<file path="src/rtl/mphc_pkg.sv">
// Shared types, codes and constants of the mesh packet header classifier.
package mphc_pkg;

   localparam int unsigned HASH_BYTES = 16;
   localparam int unsigned HOPS_LIMIT = 128;

   localparam logic [15:0] HASH_LEN     = 16'(HASH_BYTES);
   localparam logic [15:0] HDR_FIXED    = 16'd3;
   localparam logic [15:0] PREFIX_BYTES = 16'd4;
   localparam logic [15:0] MIN_FRAME    = 16'd2;
   localparam logic [15:0] COUNT_MAX    = 16'hffff;
   localparam logic [8:0]  HOPS_MAX     = 9'(HOPS_LIMIT);

   localparam logic [1:0] CSR_ANNOUNCE_MIN = 2'd0;
   localparam logic [1:0] CSR_RATCHET      = 2'd1;
   localparam logic [1:0] CSR_ACCESS_MIN   = 2'd2;

   localparam logic [1:0] PTYPE_DATA     = 2'd0;
   localparam logic [1:0] PTYPE_ANNOUNCE = 2'd1;
   localparam logic [1:0] PTYPE_LINKREQ  = 2'd2;
   localparam logic [1:0] PTYPE_PROOF    = 2'd3;

   localparam logic [1:0] DTYPE_SINGLE = 2'd0;
   localparam logic [1:0] DTYPE_GROUP  = 2'd1;
   localparam logic [1:0] DTYPE_PLAIN  = 2'd2;
   localparam logic [1:0] DTYPE_LINK   = 2'd3;

   localparam logic [7:0] CTX_RESOURCE   = 8'h01;
   localparam logic [7:0] CTX_RES_PROOF  = 8'h05;
   localparam logic [7:0] CTX_CACHE_REQ  = 8'h08;
   localparam logic [7:0] CTX_KEEPALIVE  = 8'hfa;

   typedef enum logic [1:0] {
      STATUS_MATCHED   = 2'd0,
      STATUS_MALFORMED = 2'd1,
      STATUS_NO_MATCH  = 2'd2
   } status_type;

   typedef enum logic [2:0] {
      KIND_UNKNOWN   = 3'd0,
      KIND_DATA      = 3'd1,
      KIND_ADVERT    = 3'd2,
      KIND_CONTROL   = 3'd3,
      KIND_ENCRYPTED = 3'd4
   } kind_type;

   typedef enum logic [1:0] {
      DEPTH_UNKNOWN   = 2'd0,
      DEPTH_HEADER    = 2'd1,
      DEPTH_PAYLOAD   = 2'd2,
      DEPTH_MALFORMED = 2'd3
   } depth_type;

   typedef struct packed {
      logic [15:0] count;
      logic [7:0]  shim;
      logic [7:0]  flags;
      logic [7:0]  hops;
      logic [7:0]  context_byte;
      logic [31:0] dest_prefix;
      logic [31:0] src_prefix;
      logic        target;
      logic        truncated;
   } frame_rec_type;

   typedef struct packed {
      status_type  status;
      kind_type    kind;
      depth_type   depth;
      logic        encrypted;
      logic [31:0] packed_flags;
      logic [7:0]  hop_count;
      logic [31:0] destination_prefix;
      logic [31:0] source_prefix;
      logic [15:0] payload_start;
      logic [15:0] payload_size;
   } result_type;

endpackage

</file>
<file path="src/rtl/mphc_front.sv">
// Front end: takes frame bytes, tracks header fields and emits one record per frame.
module mphc_front (
   input  logic                   clock,
   input  logic                   reset,
   input  logic                   accept,
   input  logic [7:0]             data_byte,
   input  logic                   last_byte,
   input  logic                   frame_truncated,
   input  logic                   target_protocol,
   output logic                   rec_push,
   output mphc_pkg::frame_rec_type rec
);
   import mphc_pkg::*;

   logic [15:0] count_ff, count_in;
   logic [7:0]  shim_ff, shim_in;
   logic [7:0]  flags_ff, flags_in;
   logic [7:0]  hops_ff, hops_in;
   logic [7:0]  ctx_ff, ctx_in;
   logic [31:0] dest_ff, dest_in;
   logic [31:0] src_ff, src_in;
   logic        target_ff, target_in;

   logic        two;
   logic [15:0] dest_off;
   logic [15:0] ctx_off;

   always_comb begin
      count_in  = count_ff;
      shim_in   = shim_ff;
      flags_in  = flags_ff;
      hops_in   = hops_ff;
      ctx_in    = ctx_ff;
      dest_in   = dest_ff;
      src_in    = src_ff;
      target_in = target_ff;
      rec_push  = 1'b0;
      rec       = '0;
      two       = (count_ff >= MIN_FRAME) && flags_ff[6];
      dest_off  = two ? HDR_FIXED + HASH_LEN : HDR_FIXED;
      ctx_off   = dest_off + HASH_LEN;
      if (accept) begin
         if (count_ff == 16'd0) begin
            target_in = target_protocol;
            shim_in   = data_byte;
         end else if (count_ff == 16'd1) begin
            flags_in = data_byte;
         end else if (count_ff == 16'd2) begin
            hops_in = data_byte;
         end else begin
            if (two && count_ff < HDR_FIXED + PREFIX_BYTES)
               src_in = {src_ff[23:0], data_byte};
            if (count_ff >= dest_off && count_ff < dest_off + PREFIX_BYTES)
               dest_in = {dest_ff[23:0], data_byte};
            if (count_ff == ctx_off)
               ctx_in = data_byte;
         end
         if (count_ff != COUNT_MAX)
            count_in = count_ff + 16'd1;
         if (last_byte) begin
            rec_push         = 1'b1;
            rec.count        = count_in;
            rec.shim         = shim_in;
            rec.flags        = flags_in;
            rec.hops         = hops_in;
            rec.context_byte = ctx_in;
            rec.dest_prefix  = dest_in;
            rec.src_prefix   = src_in;
            rec.target       = target_in;
            rec.truncated    = frame_truncated;
            count_in  = '0;
            shim_in   = '0;
            flags_in  = '0;
            hops_in   = '0;
            ctx_in    = '0;
            dest_in   = '0;
            src_in    = '0;
            target_in = 1'b0;
         end
      end
   end

   always_ff @(posedge clock) begin
      if (reset) begin
         count_ff  <= '0;
         shim_ff   <= '0;
         flags_ff  <= '0;
         hops_ff   <= '0;
         ctx_ff    <= '0;
         dest_ff   <= '0;
         src_ff    <= '0;
         target_ff <= 1'b0;
      end else begin
         count_ff  <= count_in;
         shim_ff   <= shim_in;
         flags_ff  <= flags_in;
         hops_ff   <= hops_in;
         ctx_ff    <= ctx_in;
         dest_ff   <= dest_in;
         src_ff    <= src_in;
         target_ff <= target_in;
      end
   end

endmodule

</file>
<file path="src/rtl/mphc_frame_queue.sv">
// Two-entry queue of frame records between the front and back ends.
module mphc_frame_queue (
   input  logic                   clock,
   input  logic                   reset,
   input  logic                   push,
   input  mphc_pkg::frame_rec_type push_rec,
   output logic                   full,
   input  logic                   pop,
   output logic                   empty,
   output mphc_pkg::frame_rec_type head
);
   import mphc_pkg::*;

   frame_rec_type entry_ff [2];
   logic          wr_ptr_ff, wr_ptr_in;
   logic          rd_ptr_ff, rd_ptr_in;
   logic [1:0]    fill_ff, fill_in;

   assign full  = (fill_ff == 2'd2);
   assign empty = (fill_ff == 2'd0);
   assign head  = entry_ff[rd_ptr_ff];

   always_comb begin
      wr_ptr_in = push ? ~wr_ptr_ff : wr_ptr_ff;
      rd_ptr_in = pop ? ~rd_ptr_ff : rd_ptr_ff;
      fill_in   = fill_ff;
      if (push && !pop)
         fill_in = fill_ff + 2'd1;
      else if (pop && !push)
         fill_in = fill_ff - 2'd1;
   end

   always_ff @(posedge clock) begin
      if (reset) begin
         wr_ptr_ff <= 1'b0;
         rd_ptr_ff <= 1'b0;
         fill_ff   <= '0;
      end else begin
         wr_ptr_ff <= wr_ptr_in;
         rd_ptr_ff <= rd_ptr_in;
         fill_ff   <= fill_in;
      end
   end

   always_ff @(posedge clock) begin
      if (push)
         entry_ff[wr_ptr_ff] <= push_rec;
   end

endmodule

</file>
<file path="src/rtl/mphc_back.sv">
// Back end: control registers, frame classification and the result register.
module mphc_back (
   input  logic                    clock,
   input  logic                    reset,
   input  logic                    csr_write,
   input  logic [1:0]              csr_index,
   input  logic [9:0]              csr_data,
   input  logic                    in_empty,
   input  mphc_pkg::frame_rec_type in_head,
   output logic                    in_pop,
   input  logic                    out_pop,
   output logic                    out_empty,
   output mphc_pkg::result_type    out_res
);
   import mphc_pkg::*;

   logic [9:0] announce_min_ff;
   logic [7:0] ratchet_extra_ff;
   logic [7:0] access_min_ff;

   logic       valid_ff, valid_in;
   result_type res_ff, res_in;

   logic        two;
   logic [15:0] logical;
   logic [15:0] physical;
   logic [15:0] need_access;
   logic [15:0] need_announce;
   logic [1:0]  ptype;
   logic [1:0]  dtype;

   function automatic logic payload_clear(input logic [1:0] pt, input logic [1:0] dt,
                                          input logic [7:0] ctx);
      logic clr;
      clr = 1'b0;
      if (pt == PTYPE_ANNOUNCE || pt == PTYPE_LINKREQ || dt == DTYPE_PLAIN)
         clr = 1'b1;
      else if (pt == PTYPE_PROOF && (ctx == CTX_RES_PROOF || dt == DTYPE_LINK))
         clr = 1'b1;
      else if (ctx == CTX_RESOURCE || ctx == CTX_CACHE_REQ || ctx == CTX_KEEPALIVE)
         clr = 1'b1;
      return clr;
   endfunction

   always_ff @(posedge clock) begin
      if (reset) begin
         announce_min_ff  <= 10'd148;
         ratchet_extra_ff <= 8'd32;
         access_min_ff    <= 8'd1;
      end else if (csr_write) begin
         case (csr_index)
            CSR_ANNOUNCE_MIN: announce_min_ff  <= csr_data;
            CSR_RATCHET:      ratchet_extra_ff <= csr_data[7:0];
            CSR_ACCESS_MIN:   access_min_ff    <= csr_data[7:0];
            default: ;
         endcase
      end
   end

   always_comb begin
      two           = in_head.flags[6];
      logical       = two ? HDR_FIXED + HASH_LEN + HASH_LEN : HDR_FIXED + HASH_LEN;
      physical      = logical + 16'd1;
      need_access   = 16'd1 + HDR_FIXED + HASH_LEN + {8'd0, access_min_ff};
      need_announce = {6'd0, announce_min_ff}
                    + (in_head.flags[5] ? {8'd0, ratchet_extra_ff} : 16'd0);
      ptype         = in_head.flags[1:0];
      dtype         = in_head.flags[3:2];

      res_in        = '0;
      res_in.status = STATUS_MATCHED;
      res_in.kind   = KIND_UNKNOWN;
      res_in.depth  = DEPTH_UNKNOWN;
      if (!in_head.target) begin
         res_in.status = STATUS_NO_MATCH;
      end else if (in_head.count < MIN_FRAME) begin
         res_in.status = STATUS_MALFORMED;
         res_in.depth  = DEPTH_MALFORMED;
      end else begin
         res_in.packed_flags  = {8'd0, in_head.shim, 16'd0};
         res_in.payload_start = 16'd1;
         res_in.payload_size  = in_head.count - 16'd1;
         res_in.depth         = DEPTH_HEADER;
         res_in.kind          = KIND_DATA;
         if (in_head.shim[0]) begin
            // split radio frame
            if (in_head.truncated) begin
               res_in.status = STATUS_MALFORMED;
               res_in.depth  = DEPTH_MALFORMED;
            end
         end else begin
            res_in.packed_flags[7:0] = in_head.flags;
            if (in_head.flags[7]) begin
               // access-code protected frame
               if (in_head.count < need_access || in_head.truncated) begin
                  res_in.status = STATUS_MALFORMED;
                  res_in.depth  = DEPTH_MALFORMED;
               end else begin
                  res_in.kind      = KIND_ENCRYPTED;
                  res_in.encrypted = 1'b1;
               end
            end else if (in_head.count < physical ||
                         {1'b0, in_head.hops} >= HOPS_MAX) begin
               res_in.status = STATUS_MALFORMED;
               res_in.depth  = DEPTH_MALFORMED;
            end else begin
               res_in.packed_flags[31:24] = logical[7:0];
               res_in.packed_flags[15:8]  = in_head.context_byte;
               res_in.hop_count           = in_head.hops;
               res_in.destination_prefix  = in_head.dest_prefix;
               res_in.source_prefix       = two ? in_head.src_prefix : 32'd0;
               res_in.payload_start       = physical;
               res_in.payload_size        = in_head.count - physical;
               if (ptype == PTYPE_ANNOUNCE) begin
                  res_in.kind = KIND_ADVERT;
                  if (dtype == DTYPE_SINGLE && res_in.payload_size >= need_announce)
                     res_in.depth = DEPTH_PAYLOAD;
               end else if (ptype == PTYPE_LINKREQ || ptype == PTYPE_PROOF) begin
                  res_in.kind = KIND_CONTROL;
               end
               if (!payload_clear(ptype, dtype, in_head.context_byte)) begin
                  res_in.kind      = KIND_ENCRYPTED;
                  res_in.encrypted = 1'b1;
               end
               if (in_head.truncated) begin
                  res_in.status = STATUS_MALFORMED;
                  res_in.depth  = DEPTH_MALFORMED;
               end
            end
         end
      end
   end

   assign in_pop    = !in_empty && (!valid_ff || out_pop);
   assign out_empty = !valid_ff;
   assign out_res   = res_ff;

   always_comb begin
      valid_in = valid_ff;
      if (in_pop)
         valid_in = 1'b1;
      else if (out_pop)
         valid_in = 1'b0;
   end

   always_ff @(posedge clock) begin
      if (reset)
         valid_ff <= 1'b0;
      else
         valid_ff <= valid_in;
   end

   always_ff @(posedge clock) begin
      if (in_pop)
         res_ff <= res_in;
   end

endmodule

</file>
<file path="src/rtl/mesh_packet_header_classifier.sv">
// Top level of the mesh packet header classifier.
//
// Frame bytes are pushed on the req_ side, one beat per byte; req_last_byte
// marks the final byte and req_frame_truncated is sampled with it, while
// req_target_protocol is sampled with the first byte. A beat is taken at a
// clock edge with req_push high and req_full low.
// Each frame gives one result beat on the rsp_ side: it is valid while
// rsp_empty is low and is taken at an edge with rsp_pop high.
// Bytes are taken one per cycle while req_full is low. The last byte's
// record enters a two-entry frame queue and then the result register; one
// result per cycle can drain, so frames as short as one byte stream at full
// rate. If the receiver stalls, the result register and the frame queue
// fill and req_full rises; bytes of the frame in progress are held off until
// a slot frees. Control registers are written through
// csr_write/csr_index/csr_data; the user writes them only with the block
// idle, which the block does not enforce. Reset (synchronous) clears the
// frame state and both queues and loads the register defaults 148, 32 and 1.
module mesh_packet_header_classifier (
   input  logic        clock,
   input  logic        reset,
   input  logic        req_push,
   output logic        req_full,
   input  logic [7:0]  req_data_byte,
   input  logic        req_last_byte,
   input  logic        req_frame_truncated,
   input  logic        req_target_protocol,
   output logic        rsp_empty,
   input  logic        rsp_pop,
   output logic [1:0]  rsp_status,
   output logic [2:0]  rsp_packet_kind,
   output logic [1:0]  rsp_decode_depth,
   output logic        rsp_encrypted,
   output logic [31:0] rsp_packed_flags,
   output logic [7:0]  rsp_hop_count,
   output logic [31:0] rsp_destination_prefix,
   output logic [31:0] rsp_source_prefix,
   output logic [15:0] rsp_payload_start,
   output logic [15:0] rsp_payload_size,
   input  logic        csr_write,
   input  logic [1:0]  csr_index,
   input  logic [9:0]  csr_data
);
   import mphc_pkg::*;

   logic          accept;
   logic          rec_push;
   frame_rec_type rec;
   logic          q_full;
   logic          q_empty;
   logic          q_pop;
   frame_rec_type q_head;
   result_type    res;

   assign req_full = q_full;
   assign accept   = req_push && !q_full;

   mphc_front u_front (
      .clock           (clock),
      .reset           (reset),
      .accept          (accept),
      .data_byte       (req_data_byte),
      .last_byte       (req_last_byte),
      .frame_truncated (req_frame_truncated),
      .target_protocol (req_target_protocol),
      .rec_push        (rec_push),
      .rec             (rec)
   );

   mphc_frame_queue u_queue (
      .clock    (clock),
      .reset    (reset),
      .push     (rec_push),
      .push_rec (rec),
      .full     (q_full),
      .pop      (q_pop),
      .empty    (q_empty),
      .head     (q_head)
   );

   mphc_back u_back (
      .clock     (clock),
      .reset     (reset),
      .csr_write (csr_write),
      .csr_index (csr_index),
      .csr_data  (csr_data),
      .in_empty  (q_empty),
      .in_head   (q_head),
      .in_pop    (q_pop),
      .out_pop   (rsp_pop),
      .out_empty (rsp_empty),
      .out_res   (res)
   );

   assign rsp_status             = res.status;
   assign rsp_packet_kind        = res.kind;
   assign rsp_decode_depth       = res.depth;
   assign rsp_encrypted          = res.encrypted;
   assign rsp_packed_flags       = res.packed_flags;
   assign rsp_hop_count          = res.hop_count;
   assign rsp_destination_prefix = res.destination_prefix;
   assign rsp_source_prefix      = res.source_prefix;
   assign rsp_payload_start      = res.payload_start;
   assign rsp_payload_size       = res.payload_size;

endmodule

</file>
<file path="config.mk">
export PLATFORM = sky130hd
export DESIGN_NAME = mesh_packet_header_classifier
export DESIGN_NICKNAME = d
export VERILOG_FILES = /design/src/rtl/mphc_pkg.sv /design/src/rtl/mphc_front.sv /design/src/rtl/mphc_frame_queue.sv /design/src/rtl/mphc_back.sv /design/src/rtl/mesh_packet_header_classifier.sv
export SDC_FILE = /design/constraint.sdc
export NUM_CORES = 1
export LEC_CHECK = 0
export ABC_AREA = 0
export ABC_CLOCK_PERIOD_IN_PS = 13700
export BUFFER_PORTS_ARGS = -buffer_cell sky130_fd_sc_hd__buf_2
export CORE_MARGIN = 4
export CORE_UTILIZATION = 45
export DETAILED_ROUTE_END_ITERATION = 8
export PLACE_DENSITY = 0.63
export SKIP_LAST_GASP = 1
export SLEW_MARGIN = 15
export SYNTH_ARGS = -nofsm -noshare
export SYNTH_HDL_FRONTEND = slang
export SYNTH_SLANG_ARGS = --single-unit
</file>
<file path="constraint.sdc">
create_clock -name clock -period 13.7 [get_ports clock]
set_input_delay 2.74 -clock clock [delete_from_list [all_inputs] [get_ports clock]]
set_output_delay 2.74 -clock clock [all_outputs]
set_load 0.1 [all_outputs]
</file>
==> out/summary.txt <==
Outcome - complete, no violations
Largest net degree at the start of global routing - 113
Psw - 2.43 mW
Synth cell types - 64
DR WL/cell - 19.2 µm
RR Endpoint - u_back.out_res[138]
DR vias - 14450
Combinational Power Share - 37.7%
Dpl cells - 2547
Most frequent cell after synthesis - edfxtp_1
Clock Pin Slew Worst Setup and Hold Paths - 0.06 ns
Clk_lat worst skew - 0.60 ns
Endpoints failing setup - 0
# IOs - 174
Reg power frac - 35.9%
# nets final - 2055
CTS tree - built
Synth area leader - edfxtp_1
Layout Cells excl Fill - 2640
Power Total - 5.52 mW
ANT nets after route - 0
Slew headroom - 27.8%
Min cycle time layout - 5.10 ns
Main synth FF type - edfxtp_1
Initial core utilization - 45.4%
Routed WL - 50.6 mm
Die ar. - 0.0517 mm²
Post_cts resized - 0
Port bufs - 157
Internal Pwr Total - 3.09 mW
R2R depth - 15
Vias in the first global route - 14065
Synth top area share - 48.7%
Net Sw Frac - 44.1%
Post-CTS Hold Fix Bufs - 0
Number of fill cells - 4144
Gr usage total - 19.4%
Core Region - 0.0476 mm²
Reg2reg setup slack - 8.60 ns
Remaining Overflow, GRT - 0
Final HPWL DP - 33.0 mm
Hold Path End - u_back.announce_min_ff[0]
Setup crit start kind - register
GP Congestion - 0.862
Total CTS buffers - 50
Critical path fanouts, max - 49
Synth cell count leaders - edfxtp_1, nor2_1, mux2i_1, nand2_1, dfxtp_1
Clock share of power - 26.3%
Leakage - 8.66 nW
Sink Count - 496
Via/cell ratio - 5.47
Post-synth EDFFs - 351
Max_cap viols - 0
Cell Area, Synth - 0.0216 mm²
Post-synth ARST share - 0%
Crit path capture type - register
Pwr dens - 224 mW/mm²
Final worst-path cycle share - 37.2%
CTS root buf - clkbuf_16
Layout cells sized above 1 - 14.5%
Critical Path RT - 14.03 ns
Worst-case clock buffer depth - 3
Global-route wire length before repair - 79.2 mm
Hold Startpoint - u_back.announce_min_ff[0]
Die width - 227 µm
Rows - 80
Worst VDD drop - 0.000199 V
Peak Freq - 0.196 GHz
DR pass1 iterations - 6
Final hold vios - 0
Hold Crit Class - register to register
Drc violations - 0
RSZ-0062 raised after global routing - false
Setup bufs post-CTS - 0
Largest cells by area after synthesis - edfxtp_1, dfxtp_1, mux2i_1
Setup CP Type - register to register
H-tree Lvls - 2
#FFs+latches synth - 496
Max-slew violations - 0
Antenna cells - 0
Area Growth Syn to Fin - 14.1%
Die Y - 227 µm
Layout Skew - 0.0273 ns
Syn avg cell area - 11.6 µm²
Initial antenna violation count - 1
Initial DRC count - 1095
Crit path DAT - 5.43 ns
Worst-margin pin slew - 1.08 ns
Sequential area share after synthesis - 62.1%
Synth Warn # - 0
TNS Setup - 0 ns
Syn Inst Count - 1861
Worst hold stages - 2
## worst max-delay path by stage
stage / endpoint / slack, ns / cells after the start
2_1_floorplan: u_queue.entry_ff[0][0] / 4.68 / 6
3_3_place_gp: u_queue.entry_ff[1][84] / 8.34 / 3
3_5_place_dp: u_queue.entry_ff[1][85] / 8.30 / 3
4_1_cts: u_back.out_res[138] / 8.59 / 15
5_1_grt: u_back.out_res[138] / 8.27 / 15
6_report: u_back.out_res[138] / 8.60 / 15
## layer usage
| metal | up-vias | track usage, % | part of all wire [%] |
|---|---|---|---|
| li1 | 6916 | - | - |
| met1 | 7074 | 26.9 | 44 |
| met3 | 87 | 2.98 | 4.9 |
| met5 | - | 0 | 0.026 |
| met4 | 2 | 6.46 | 2.7 |
| met2 | 371 | 31.7 | 48 |
## sequential cells by signal (all words and copies together), names as in the netlist, named ones only
signal,count
u_back.access_min_ff,8
u_back.announce_min_ff,10
u_back.out_res,123
u_back.ratchet_extra_ff,8
u_back.valid_ff,1
u_front.count_ff,16
u_front.ctx_ff,8
u_front.dest_ff,32
u_front.flags_ff,8
u_front.hops_ff,8
u_front.shim_ff,8
u_front.src_ff,32
u_front.target_ff,1
u_queue.entry_ff,228
u_queue.fill_ff,2
u_queue.rd_ptr_ff,1
u_queue.wr_ptr_ff,1
## power groups by stage
stage	clock (mW)	sequential [mW]	combinational, mW
detailed placement	0	2.02	2.09
finish	1.45	1.99	2.08
CTS	1.48	2.00	2.10
floorplan	0	3.21	0.579
global placement	0	2.02	2.08
global route	1.55	2.01	2.17
## critical path, cell delays in order (launching register included)
cell and delay [ns]:
dfxtp_4 0.82, buf_4 0.66, mux2i_1 0.34, inv_1 0.13, ha_1 0.36, inv_1 0.08
o31ai_2 0.42, a211o_1 0.27, xor2_1 0.21, ha_1 0.27, a21o_1 0.17, a211oi_1 0.24
o221ai_1 0.21, a2111oi_2 0.39, o21a_1 0.18, o31ai_1 0.06
## placed cells by master, fill, tap and decap left out, types with 42 or more instances in the layout
| cell type | n |
|---|---|
| edfxtp_1 | 351 |
| dfxtp_1 | 144 |
| clkbuf_16 | 50 |
| buf_2 | 156 |
| a21oi_1 | 119 |
| nor2_1 | 318 |
| ha_1 | 42 |
| nand2_1 | 154 |
| mux2i_1 | 167 |
| a22oi_1 | 91 |
## layout make-up
class	count	area, µm²	area share (%)
clock buffer	70	1430	5.78
clock inverter	23	352	1.42
inverter	32	123	0.497
multi-input combinational	1224	7600	30.8
sequential	496	13400	54.5
tap	615	769	3.12
timing repair buffer	180	968	3.92
## metrics by stage
stage | area [µm²] | setup WS (ns) | hold slack (ns) | util, %
after global placement | 22900 | 8.34 | 0.446 | 48.0
after global routing | 24700 | 8.27 | 0.485 | 51.8
after CTS | 24700 | 8.59 | 0.464 | 51.8
after detailed placement | 22900 | 8.30 | 0.450 | 48.1
after floorplan | 21700 | 4.68 | 0.427 | -
final | 24700 | 8.60 | 0.465 | 51.8
## kinds of logic (layout without fill, tap and decap cells)
kind of cell	Yosys count	after routing	share of synthesized area, %
and+or+nand+nor	641	641	13.1
DFF	496	496	62.1
AOI/OAI and AO/OA	300	300	8.79
muxes	174	174	8.10
buffers and inverters	157	305	3.35
xor gates and xnor gates	49	49	2.02
adders and majority gates	43	43	2.52
other	1	17	0.0173
(Power assumes the default switching activity.)
